[src/rtl/khi_pkg.sv]
package khi_pkg;

    localparam int NUM_BUCKETS  = 1024;
    localparam int POOL_ENTRIES = 4096;
    localparam int MAX_RESULTS  = 64;

    localparam int KEY_WORDS = 4;
    localparam int SW  = $clog2(NUM_BUCKETS);       // bucket index
    localparam int NW  = $clog2(NUM_BUCKETS + 1);   // bucket count
    localparam int EW  = $clog2(POOL_ENTRIES);      // entry index
    localparam int PW  = $clog2(POOL_ENTRIES + 1);  // pool fill / chain length
    localparam int LW  = 7;                         // limit and hit number
    localparam int CFGW = 11;

    localparam int DIV_BITS  = 4;
    localparam int DIV_STEPS = 64 / DIV_BITS;
    localparam int DSW       = $clog2(DIV_STEPS);

    localparam int QDEPTH = 2;
    localparam int QAW    = $clog2(QDEPTH);
    localparam int QCW    = $clog2(QDEPTH + 1);

    localparam logic [PW-1:0] POOL_LIM  = PW'(POOL_ENTRIES);
    localparam logic [LW-1:0] LIMIT_MAX = LW'(MAX_RESULTS);

    localparam logic [1:0] SLOT_EMPTY = 2'd0;
    localparam logic [1:0] SLOT_USED  = 2'd1;
    localparam logic [1:0] SLOT_TOMB  = 2'd2;

    localparam logic [1:0] ST_OK        = 2'd0;
    localparam logic [1:0] ST_POOL_FULL = 2'd1;
    localparam logic [1:0] ST_TAB_FULL  = 2'd2;
    localparam logic [1:0] ST_NOT_FOUND = 2'd3;

    localparam logic MODE_INSERT = 1'b0;
    localparam logic MODE_QUERY  = 1'b1;

    typedef struct packed {
        logic                          mode;
        logic [KEY_WORDS-1:0][63:0]    key;
        logic [47:0]                   event_ref;
        logic [63:0]                   stamp;
        logic [63:0]                   since_bound;
        logic [63:0]                   until_bound;
        logic [LW-1:0]                 max_hits;
        logic [SW-1:0]                 home;
    } t_item;

    typedef struct packed {
        logic  valid;
        t_item item;
    } t_q_head;

    typedef struct packed {
        logic          valid;
        logic [1:0]    status;
        logic          has_entry;
        logic [47:0]   hit_ref;
        logic [63:0]   hit_stamp;
        logic [LW-1:0] hit_number;
        logic          last;
    } t_result;

    function automatic logic [NW-1:0] active_n(input logic [CFGW-1:0] bc);
        logic [NW-1:0] n;
        if (bc == '0) begin
            n = NW'(1);
        end else if (32'(bc) > NUM_BUCKETS) begin
            n = NW'(NUM_BUCKETS);
        end else begin
            n = NW'(bc);
        end
        return n;
    endfunction

endpackage

[src/rtl/khi_front.sv]
module khi_front (
    input  logic                    i_clk,
    input  logic                    i_rst_n,
    input  logic                    i_start,
    input  logic                    i_hold,
    input  khi_pkg::t_item          i_item,
    input  logic [khi_pkg::NW-1:0]  i_n,
    input  logic                    i_pop,
    output logic                    o_busy,
    output khi_pkg::t_q_head        o_q
);

    typedef enum logic [1:0] {F_IDLE, F_DIV, F_PUSH} t_fstate;

    t_fstate                      r_fs;
    khi_pkg::t_item               r_item;
    logic [63:0]                  r_div;
    logic [khi_pkg::NW-1:0]       r_rem;
    logic [khi_pkg::DSW-1:0]      r_step;
    logic [khi_pkg::NW-1:0]       n_rem;

    khi_pkg::t_item               r_q [khi_pkg::QDEPTH];
    logic [khi_pkg::QAW-1:0]      r_wp;
    logic [khi_pkg::QAW-1:0]      r_rp;
    logic [khi_pkg::QCW-1:0]      r_cnt;

    khi_pkg::t_item               push_item;

    logic accept;
    logic push;
    logic pop;

    assign o_busy = (r_fs != F_IDLE) || i_hold;
    assign accept = i_start && !o_busy;
    assign push   = (r_fs == F_PUSH) && (r_cnt != khi_pkg::QCW'(khi_pkg::QDEPTH));
    assign pop    = i_pop && (r_cnt != '0);

    assign o_q.valid = (r_cnt != '0);
    assign o_q.item  = r_q[r_rp];

    // The queued item carries the home bucket that the divider has just found.
    always_comb begin
        push_item      = r_item;
        push_item.home = r_rem[khi_pkg::SW-1:0];
    end

    // Restoring remainder, several dividend bits per cycle, most significant first.
    always_comb begin
        logic [khi_pkg::NW:0] t;
        t = '0;
        n_rem = r_rem;
        for (int k = 0; k < khi_pkg::DIV_BITS; k++) begin
            t = {n_rem, r_div[63-k]};
            if (t >= {1'b0, i_n}) begin
                t = t - {1'b0, i_n};
            end
            n_rem = t[khi_pkg::NW-1:0];
        end
    end

    always_ff @(posedge i_clk) begin
        if (!i_rst_n) begin
            r_fs   <= F_IDLE;
            r_step <= '0;
        end else begin
            unique case (r_fs)
                F_IDLE: begin
                    if (accept) begin
                        r_item <= i_item;
                        r_div  <= i_item.key[0];
                        r_rem  <= '0;
                        r_step <= '0;
                        r_fs   <= F_DIV;
                    end
                end
                F_DIV: begin
                    r_rem  <= n_rem;
                    r_div  <= r_div << khi_pkg::DIV_BITS;
                    r_step <= r_step + 1'b1;
                    if (r_step == khi_pkg::DSW'(khi_pkg::DIV_STEPS - 1)) begin
                        r_fs <= F_PUSH;
                    end
                end
                F_PUSH: begin
                    if (push) begin
                        r_fs <= F_IDLE;
                    end
                end
                default: r_fs <= F_IDLE;
            endcase
        end
    end

    always_ff @(posedge i_clk) begin
        if (!i_rst_n) begin
            r_wp  <= '0;
            r_rp  <= '0;
            r_cnt <= '0;
        end else begin
            if (push) begin
                r_q[r_wp] <= push_item;
                r_wp <= (r_wp == khi_pkg::QAW'(khi_pkg::QDEPTH - 1)) ? '0 : r_wp + 1'b1;
            end
            if (pop) begin
                r_rp <= (r_rp == khi_pkg::QAW'(khi_pkg::QDEPTH - 1)) ? '0 : r_rp + 1'b1;
            end
            if (push && !pop) begin
                r_cnt <= r_cnt + 1'b1;
            end else if (pop && !push) begin
                r_cnt <= r_cnt - 1'b1;
            end
        end
    end

endmodule

[config.mk]
export PLATFORM = sky130hd
export DESIGN_NAME = khi_front
export DESIGN_NICKNAME = d
export VERILOG_FILES = /design/src/rtl/khi_pkg.sv /design/src/rtl/khi_front.sv
export SDC_FILE = /design/constraint.sdc
export NUM_CORES = 1
export LEC_CHECK = 0
export BUFFER_PORTS_ARGS = -buffer_cell sky130_fd_sc_hd__buf_2
export CAP_MARGIN = 20
export CORE_AREA = 2 2 411 413
export DETAILED_ROUTE_END_ITERATION = 8
export DIE_AREA = 0 0 413 415
export GPL_TIMING_DRIVEN = 0
export PLACE_DENSITY_LB_ADDON = 0.05
export SKIP_LAST_GASP = 1
export SLEW_MARGIN = 40
export SYNTH_ARGS = -nofsm -noshare
export SYNTH_HDL_FRONTEND = slang
export SYNTH_SLANG_ARGS = --single-unit
[constraint.sdc]
create_clock -name i_clk -period 42 [get_ports i_clk]
set_input_delay 2.1 -clock i_clk [delete_from_list [all_inputs] [get_ports i_clk]]
set_output_delay 2.1 -clock i_clk [all_outputs]
set_load 0.01 [all_outputs]
==> metrics.json, run 1 <==
{
  "outcome": {"value": "finished clean"},
  "place_inst": {"value": 6158},
  "synthMuxAreaShare": {"value": 0.1033},
  "finish.cell_count_without_fillers": {"value": 6485},
  "netlist-cell-type-count": {"value": 66},
  "number_of_flops_mapped_to_enable_cells_by_yosys": {"value": 1607},
  "slew_of_the_pin_with_the_lowest_slew_margin": {"value": 0.7610, "unit": "ns"},
  "cts.clk_slew.worst_paths": {"value": 0.06, "unit": "ns"},
  "drt_pre_antenna_iters": {"value": 5},
  "critical-path-top-cell-by-count": {"value": "sky130_fd_sc_hd__ha_1"},
  "fmaxAchievable": {"value": 0.08637, "unit": "GHz"},
  "ioPinCount": {"value": 1046},
  "tritoncts_clock_tree": {"value": "built"},
  "cts_sinks": {"value": 1618},
  "required": {"value": 42.53, "unit": "ns"},
  "chipHeight": {"value": 415, "unit": "um"},
  "initial_utilization": {"value": 0.3506},
  "cts.htree.levels": {"value": 4},
  "final_core_utilization": {"value": 0.4422},
  "ctsRootBufferMaster": {"value": "sky130_fd_sc_hd__clkbuf_16"},
  "die-area": {"value": 171400, "unit": "um2"},
  "postCtsResizedCells": {"value": 0},
  "critPathLaunchType": {"value": "primary input"},
  "critPathMaxFanout": {"value": 10},
  "min_period": {"value": 11.58, "unit": "ns"},
  "synth.cell_area": {"value": 58420, "unit": "um2"},
  "sw_frac": {"value": 0.2949},
  "post_synth.cell_area_avg": {"value": 20.62, "unit": "um2"},
  "syn_nets": {"value": 3414},
  "synthAdderAreaFrac": {"value": 0.01122},
  "synth_compound_gate_area_share": {"value": 0.01625},
  "worst_path_max_delay_cell": {"value": "sky130_fd_sc_hd__or4_1"},
  "area_fraction_in_and_or_nand_and_nor_cells_after_synthesis": {"value": 0.02765},
  "power.combinational.fraction": {"value": 0.260},
  "fin_nets": {"value": 4711},
  "synth_top_flop_cell": {"value": "sky130_fd_sc_hd__edfxtp_1"},
  "skew": {"value": 0.03883, "unit": "ns"},
  "min_period_over_period": {"value": 0.2757},
  "die_w": {"value": 413, "unit": "um"},
  "dominant_combinational_cell_family_by_area_after_synthesis": {"value": "multiplexers"},
  "grt.overflow.total": {"value": 0},
  "seq_power_share": {"value": 0.410},
  "rsz0062_at_grt": {"value": "false"},
  "clockBufferDepth": {"value": 3},
  "dr_drc_count": {"value": 0},
  "cpLargestDelayFamily": {"value": "compound AO/OA/AOI/OAI gates"},
  "final-setup-viol-count": {"value": 0},
  "largest_net_degree_at_the_start_of_global_routing": {"value": 37},
  "num_rows": {"value": 150},
  "initial_antenna_violation_count": {"value": 145},
  "routed_wirelength": {"value": 165.9, "unit": "mm"},
  "dr.first_iter.drc_count": {"value": 1732},
  "critical_path.n_buffers_inverters": {"value": 6},
  "worstSetupPathType": {"value": "primary input to flop"},
  "vias": {"value": 30520},
  "worst_hold_slack": {"value": 0.4253, "unit": "ns"},
  "yosysWarnings": {"value": 0},
  "clk_latency": {"value": 0.82, "unit": "ns"},
  "holdCritPathClass": {"value": "flop to flop"},
  "gp_routability_congestion": {"value": 0.7972},
  "grt_pass1_vias": {"value": 30920},
  "relative_contribution_of_the_clock_network_to_total_power": {"value": 0.329},
  "slew_violations": {"value": 0},
  "power_per_cell_area": {"value": 60.20, "unit": "nW/um2"},
  "layout-drive-gt1-share": {"value": 0.4496},
  "max-cap-violations": {"value": 0},
  "worst_ep_arrival_time": {"value": 12.11, "unit": "ns"},
  "post_synth_xor_area_fraction": {"value": 0.003898},
  "critPathMaxStageDelay": {"value": 0.54, "unit": "ns"},
  "yosysSeqAreaShare": {"value": 0.8297},
  "async_reset_ff_frac": {"value": 0},
  "routed_via_density": {"value": 4.707},
  "synth_cells": {"value": 2834},
  "internal_power": {"value": 0.003128, "unit": "W"},
  "post_cts_buffers": {"value": 0},
  "io_buffers": {"value": 1035},
  "numCtsBuffers": {"value": 175},
  "worst_slew_margin_rel": {"value": 0.4926},
  "place_hpwl": {"value": 124.4, "unit": "mm"},
  "postSynthRegisterBits": {"value": 1618},
  "synth_area_leader_cell": {"value": "sky130_fd_sc_hd__edfxtp_1"},
  "drt.antenna.violating_nets": {"value": 0},
  "yosys.area.top_type_share": {"value": 0.8260},
  "wl_per_cell": {"value": 25.59, "unit": "um"},
  "grt_pass1_wl": {"value": 228.3, "unit": "mm"},
  "power_leakage": {"value": 26.06, "unit": "nW"},
  "holdBufCountCts": {"value": 0},
  "vdd_ir_drop_max": {"value": 0.0001115, "unit": "V"},
  "finalHoldViolCount": {"value": 0},
  "post_synth_main_area_contributors": {"value": "sky130_fd_sc_hd__edfxtp_1 83%, sky130_fd_sc_hd__mux2_2 10%, sky130_fd_sc_hd__nand2_1 1.4%, sky130_fd_sc_hd__ha_1 0.99%, sky130_fd_sc_hd__clkbuf_1 0.47%"},
  "net-switching-power": {"value": 0.001309, "unit": "W"},
  "core_area": {"value": 166700, "unit": "um2"},
  "crit_path_capture_type": {"value": "flop"},
  "track_usage": {"value": 0.1891},
  "area_growth_syn_to_layout": {"value": 26.14, "unit": "%"}
}
## cell families after synthesis
group	Yosys count
mux	536
flops	1618
compound gates	124
xor+xnor	26
simple gates	362
buf+inv	118
fa+ha+maj	50
## final cells by class
type | instances | area, um2
Antenna cell | 17 | 42.54
Inverter | 34 | 127.6
Multi-Input combinational cell | 1098 | 9508
Timing Repair Buffer | 1120 | 7062
Tap cell | 2204 | 2758
Clock inverter | 82 | 740.7
Fill cell | 14920 | 92960
Buffer | 84 | 350.3
Sequential cell | 1618 | 48480
Clock buffer | 228 | 4631
## stage by stage
step | setup slack (ns) | setup TNS [ns] | power (W) | instance area, um2
3_5_place_dp | 29.61 | 0 | 0.003004 | 68280
5_1_grt | 29.78 | 0 | 0.004669 | 73670
3_3_place_gp | -2.192 | -1097.98 | 0.003017 | 66360
2_1_floorplan | 16.96 | 0 | 0.002718 | 58420
4_1_cts | 30.48 | 0 | 0.004484 | 73650
6_report | 30.42 | 0 | 0.004437 | 73700
## synthesized netlist by cell type, drive strengths merged, types with 3 or more instances
cell,number
nor3b,4
o21ai,24
edfxtp,1607
fa,4
o211a,3
o31ai,4
a31oi,4
nand2,218
a22oi,3
nand4,9
dfxtp,11
inv,34
clkbuf,73
buf,11
a2111oi,3
nor2b,14
a21boi,4
a31o,3
nor3,17
or3,8
ha,46
a21o,9
a21oi,23
mux2,524
nand3,27
mux2i,12
o311ai,8
o221a,3
a211oi,4
and2,16
o211ai,5
and3,5
nor4,3
nor2,29
nand2b,7
o21a,10
xnor2,14
xor2,12
o31a,3
## registers in the layout (all words and copies together), names as in the netlist, named ones only
| signal | count |
|---|---|
| r_q | 1028 |
| r_div | 64 |
| r_rp | 1 |
| push_item | 504 |
| r_fs | 2 |
| r_cnt | 2 |
| r_step | 4 |
| r_rem | 11 |
| r_wp | 1 |
## final timing paths
path                       to  depth (start not counted)  slack (ns)           start
setup / recovery     r_rem[9]                         38       30.42          i_n[0]
hold / removal    r_q[0][322]                          0        0.43  push_item[322]
setup reg to reg     r_rem[9]                         38       31.53       r_div[63]
hold reg to reg   r_q[0][322]                          0        0.43  push_item[322]
## power groups by stage
stage	clock, W	combinational (W)	sequential, W
final	0.00146	0.00116	0.00182
after global routing	0.00157	0.00128	0.00182
after CTS	0.00151	0.00115	0.00182
after detailed placement	0	0.00115	0.00185
after global placement	0	0.00115	0.00187
after floorplan	0	0.000861	0.00186
## cells in the final DEF, fill, tap and decap left out, drive strengths merged, types with 5 or more instances in the layout
master,instances
mux2,524
o211ai,5
inv,40
nor2b,14
clkbuf,301
or3,8
xnor2,14
a21o,9
xor2,12
diode,17
ha,46
o21ai,24
clkinv,65
nand2,218
mux2i,12
edfxtp,1607
o21a,10
a21oi,23
o311ai,8
nor3,17
dfxtp,11
nand3,27
and2,16
buf,1131
and3,5
nor2,29
nand4,9
bufinv,10
nand2b,7
## layer usage
layer / routed length [um] / track usage / share of wire / up-vias
met4: 4779 / 0.05541 / 0.029 / 98
met5: 623 / 0 / 0.0038 / -
li1: - / - / - / 13750
met3: 16190 / 0.08230 / 0.098 / 434
met1: 62050 / 0.2113 / 0.37 / 15200
met2: 82290 / 0.3245 / 0.50 / 1046
## worst reg2reg max path: cells and delay by family (launching register included)
kind	cells	cell delay, ns
flip-flops	1	0.32
multiplexers	2	0.72
adder cells (fa/ha/maj)	5	1.66
buffers and inverters	6	1.28
AO/OA/AOI/OAI	16	4.04
AND/OR/NAND/NOR	9	2.19
(Power assumes the default switching activity.)
==> run 2: changes to the inputs <==
- CORE_AREA: 2 2 411 413 -> 2 2 412 414
- DIE_AREA: 0 0 413 415 -> 0 0 414 416
- clock period: 42 -> 10.65 ns (I/O delays scaled with it)
==> metrics.json, run 2 (synthesis gave the netlist of run 1 again) <==
{
  "chipHeight": {"value": 416, "unit": "um", "change": "was 415 um"},
  "initial_utilization": {"value": 0.3475, "change": "was 0.3506"},
  "tritoncts_clock_tree": {"value": "built", "change": "unchanged"},
  "grt_pass1_vias": {"value": 33760, "change": "was 30920"},
  "track_usage": {"value": 0.1884, "change": "was 0.1891"},
  "critPathMaxFanout": {"value": 10, "change": "unchanged"},
  "number_of_flip_flops_under_the_largest_register_name": {"value": 1028, "change": "unchanged"},
  "cts.htree.levels": {"value": 4, "change": "unchanged"},
  "ctsRootBufferMaster": {"value": "sky130_fd_sc_hd__clkbuf_16", "change": "unchanged"},
  "seq_power_share": {"value": 0.409, "change": "was 0.410"},
  "layout.cells.most_common": {"value": "sky130_fd_sc_hd__edfxtp_1", "change": "unchanged"},
  "core_area": {"value": 168100, "unit": "um2", "change": "was 166700 um2"},
  "die-area": {"value": 172200, "unit": "um2", "change": "was 171400 um2"},
  "min_period": {"value": 10.03, "unit": "ns"},
  "ioPinCount": {"value": 1046, "change": "unchanged"},
  "io_buffers": {"value": 1035, "change": "unchanged"},
  "power_per_cell_area": {"value": 224.4, "unit": "nW/um2", "change": "was 60.20 nW/um2"},
  "grt.overflow.total": {"value": 0, "change": "unchanged"},
  "cts_sinks": {"value": 1618, "change": "unchanged"},
  "largest-register": {"value": "r_q", "change": "unchanged"},
  "net-switching-power": {"value": 0.005323, "unit": "W", "change": "was 0.001309 W"},
  "dr.first_iter.drc_count": {"value": 1659, "change": "was 1732"},
  "critPathMaxStageDelay": {"value": 0.54, "unit": "ns", "change": "about the same"},
  "layout-drive-gt1-share": {"value": 0.3981, "change": "was 0.4496"},
  "place_hpwl": {"value": 121.7, "unit": "mm", "change": "was 124.4 mm"},
  "outcome": {"value": "finished clean", "change": "unchanged"},
  "worst_slew_margin_rel": {"value": 0.4055, "change": "was 0.4926"},
  "numCtsBuffers": {"value": 176, "change": "was 175"},
  "slew_violations": {"value": 0, "change": "unchanged"},
  "cts.clk_slew.worst_paths": {"value": 0.06, "unit": "ns", "change": "about the same"},
  "crit_path_capture_type": {"value": "flop", "change": "unchanged"},
  "num_rows": {"value": 151, "change": "was 150"},
  "rsz0062_at_grt": {"value": "false", "change": "unchanged"},
  "drt_pre_antenna_iters": {"value": 5, "change": "unchanged"},
  "area_growth_syn_to_layout": {"value": 34.13, "unit": "%", "change": "was 26.14%"},
  "final-setup-viol-count": {"value": 0, "change": "unchanged"},
  "routed_wirelength": {"value": 165.4, "unit": "mm", "change": "was 165.9 mm"},
  "gp_routability_congestion": {"value": 0.7788, "change": "was 0.7972"},
  "power.combinational.fraction": {"value": 0.275, "change": "was 0.260"},
  "initial_antenna_violation_count": {"value": 53, "change": "was 145"},
  "grt_pass1_wl": {"value": 233.9, "unit": "mm", "change": "was 228.3 mm"},
  "worst_hold_slack": {"value": 0.1697, "unit": "ns", "change": "was 0.4253 ns"},
  "worstSetupPathType": {"value": "flop to flop", "change": "was primary input to flop"},
  "wl_per_cell": {"value": 23.62, "unit": "um", "change": "was 25.59 um"},
  "largest_net_degree_at_the_start_of_global_routing": {"value": 36, "change": "was 37"},
  "clockBufferDepth": {"value": 3, "change": "unchanged"},
  "worst_ep_arrival_time": {"value": 10.60, "unit": "ns", "change": "was 12.11 ns"},
  "routed_via_density": {"value": 4.577, "change": "was 4.707"},
  "slew_of_the_pin_with_the_lowest_slew_margin": {"value": 0.8778, "unit": "ns", "change": "was 0.7610 ns"},
  "most-common-layout-cells": {"value": "1607 x sky130_fd_sc_hd__edfxtp_1, 1038 x sky130_fd_sc_hd__buf_2, 523 x sky130_fd_sc_hd__mux2_2", "change": "was 1607 x sky130_fd_sc_hd__edfxtp_1, 1039 x sky130_fd_sc_hd__buf_2, 523 x sky130_fd_sc_hd__mux2_2"},
  "dr_drc_count": {"value": 0, "change": "unchanged"},
  "critical-path-top-cell-by-count": {"value": "sky130_fd_sc_hd__ha_1", "change": "unchanged"},
  "fin_nets": {"value": 5215, "change": "was 4711"},
  "required": {"value": 11.21, "unit": "ns", "change": "was 42.53 ns"},
  "drt.antenna.violating_nets": {"value": 0, "change": "unchanged"},
  "power_leakage": {"value": 27.96, "unit": "nW", "change": "was 26.06 nW"},
  "min_period_over_period": {"value": 0.9418},
  "skew": {"value": 0.03439, "unit": "ns", "change": "was 0.03883 ns"},
  "finalHoldViolCount": {"value": 0, "change": "unchanged"},
  "clk_latency": {"value": 0.83, "unit": "ns", "change": "was 0.82 ns"},
  "holdCritPathClass": {"value": "primary input to flop", "change": "was flop to flop"},
  "relative_contribution_of_the_clock_network_to_total_power": {"value": 0.316, "change": "was 0.329"},
  "place_inst": {"value": 6168, "change": "was 6158"},
  "vias": {"value": 32050, "change": "was 30520"},
  "max-cap-violations": {"value": 0, "change": "unchanged"},
  "vdd_ir_drop_max": {"value": 0.0005554, "unit": "V", "change": "was 0.0001115 V"},
  "critPathLaunchType": {"value": "flop", "change": "was primary input"},
  "sw_frac": {"value": 0.3026, "change": "was 0.2949"},
  "finish.cell_count_without_fillers": {"value": 7002, "change": "was 6485"},
  "worst_path_max_delay_cell": {"value": "sky130_fd_sc_hd__or4_1", "change": "unchanged"},
  "fmaxAchievable": {"value": 0.09969, "unit": "GHz"},
  "internal_power": {"value": 0.01227, "unit": "W", "change": "was 0.003128 W"},
  "die_w": {"value": 414, "unit": "um", "change": "was 413 um"}
}
run 2: what timing repair did:
action                                  in CTS  in global routing
hold buffers                               505                  0
endpoints found under the setup margin       0                 11
resized for setup                            0                  3
endpoints found under the hold margin      569                  0
setup buffers                                0                  2
run 2: routing by layer:
layer	up-vias	part of all wire	GRT usage	routed length, um
met3	275	0.065	0.05902	10800
li1	14760	-	-	-
met4	28	0.030	0.06171	4937
met5	-	0.0011	0	184
met2	894	0.53	0.3470	87740
met1	16090	0.37	0.2039	61700
run 2: critical path, delay by kind of cell (launching register included):
kind	cells	cell delay (ns)
adder cells (fa/ha/maj)	5	1.66
flip-flops	1	0.34
multiplexers	2	0.68
AO/OA/AOI/OAI	16	3.89
buffers and inverters	6	1.16
AND/OR/NAND/NOR	9	2.06
run 2: final cells by class:
cell class / instances / area (um2)
Inverter: 34 / 127.6
Clock inverter: 69 / 523.0
Clock buffer: 239 / 4641
Timing Repair Buffer: 1623 / 11900
Tap cell: 2218 / 2775
Buffer: 84 / 351.6
Fill cell: 15040 / 89780
Antenna cell: 19 / 47.55
Sequential cell: 1618 / 48480
Multi-Input combinational cell: 1098 / 9528
run 2: final timing paths:
kind / startpoint / to / slack (ns) / cells after the start
worst max-delay path: r_div[63] / r_rem[9] / 0.62 / 38
worst min-delay path: i_start / r_fs[0] / 0.17 / 5
worst max register to register: r_div[63] / r_rem[9] / 0.62 / 38
worst min register to register: push_item[446] / r_q[0][446] / 0.43 / 0
run 2: power groups by stage:
| stage | sequential, W | combinational, W | clock (W) |
|---|---|---|---|
| finish | 0.00719 | 0.00484 | 0.00557 |
| global route | 0.00719 | 0.00531 | 0.00599 |
| CTS | 0.00719 | 0.00483 | 0.00575 |
| detailed placement | 0.00732 | 0.00463 | 0 |
| global placement | 0.00735 | 0.00459 | 0 |
| floorplan | 0.00731 | 0.00339 | 0 |
run 2: per-stage QoR:
step                      area [um2]  setup WS [ns]  total power, W  TNS [ns]  utilization
after global routing           78360        0.02294         0.01849         0       0.4660
final                          78370         0.6194         0.01759         0       0.4661
after global placement         66390         -5.078         0.01195  -4727.82       0.3948
after CTS                      78300         0.2395         0.01777         0       0.4656
after floorplan                58430          1.573         0.01070         0            -
after detailed placement       68080       -0.07134         0.01195  -0.07134       0.4049
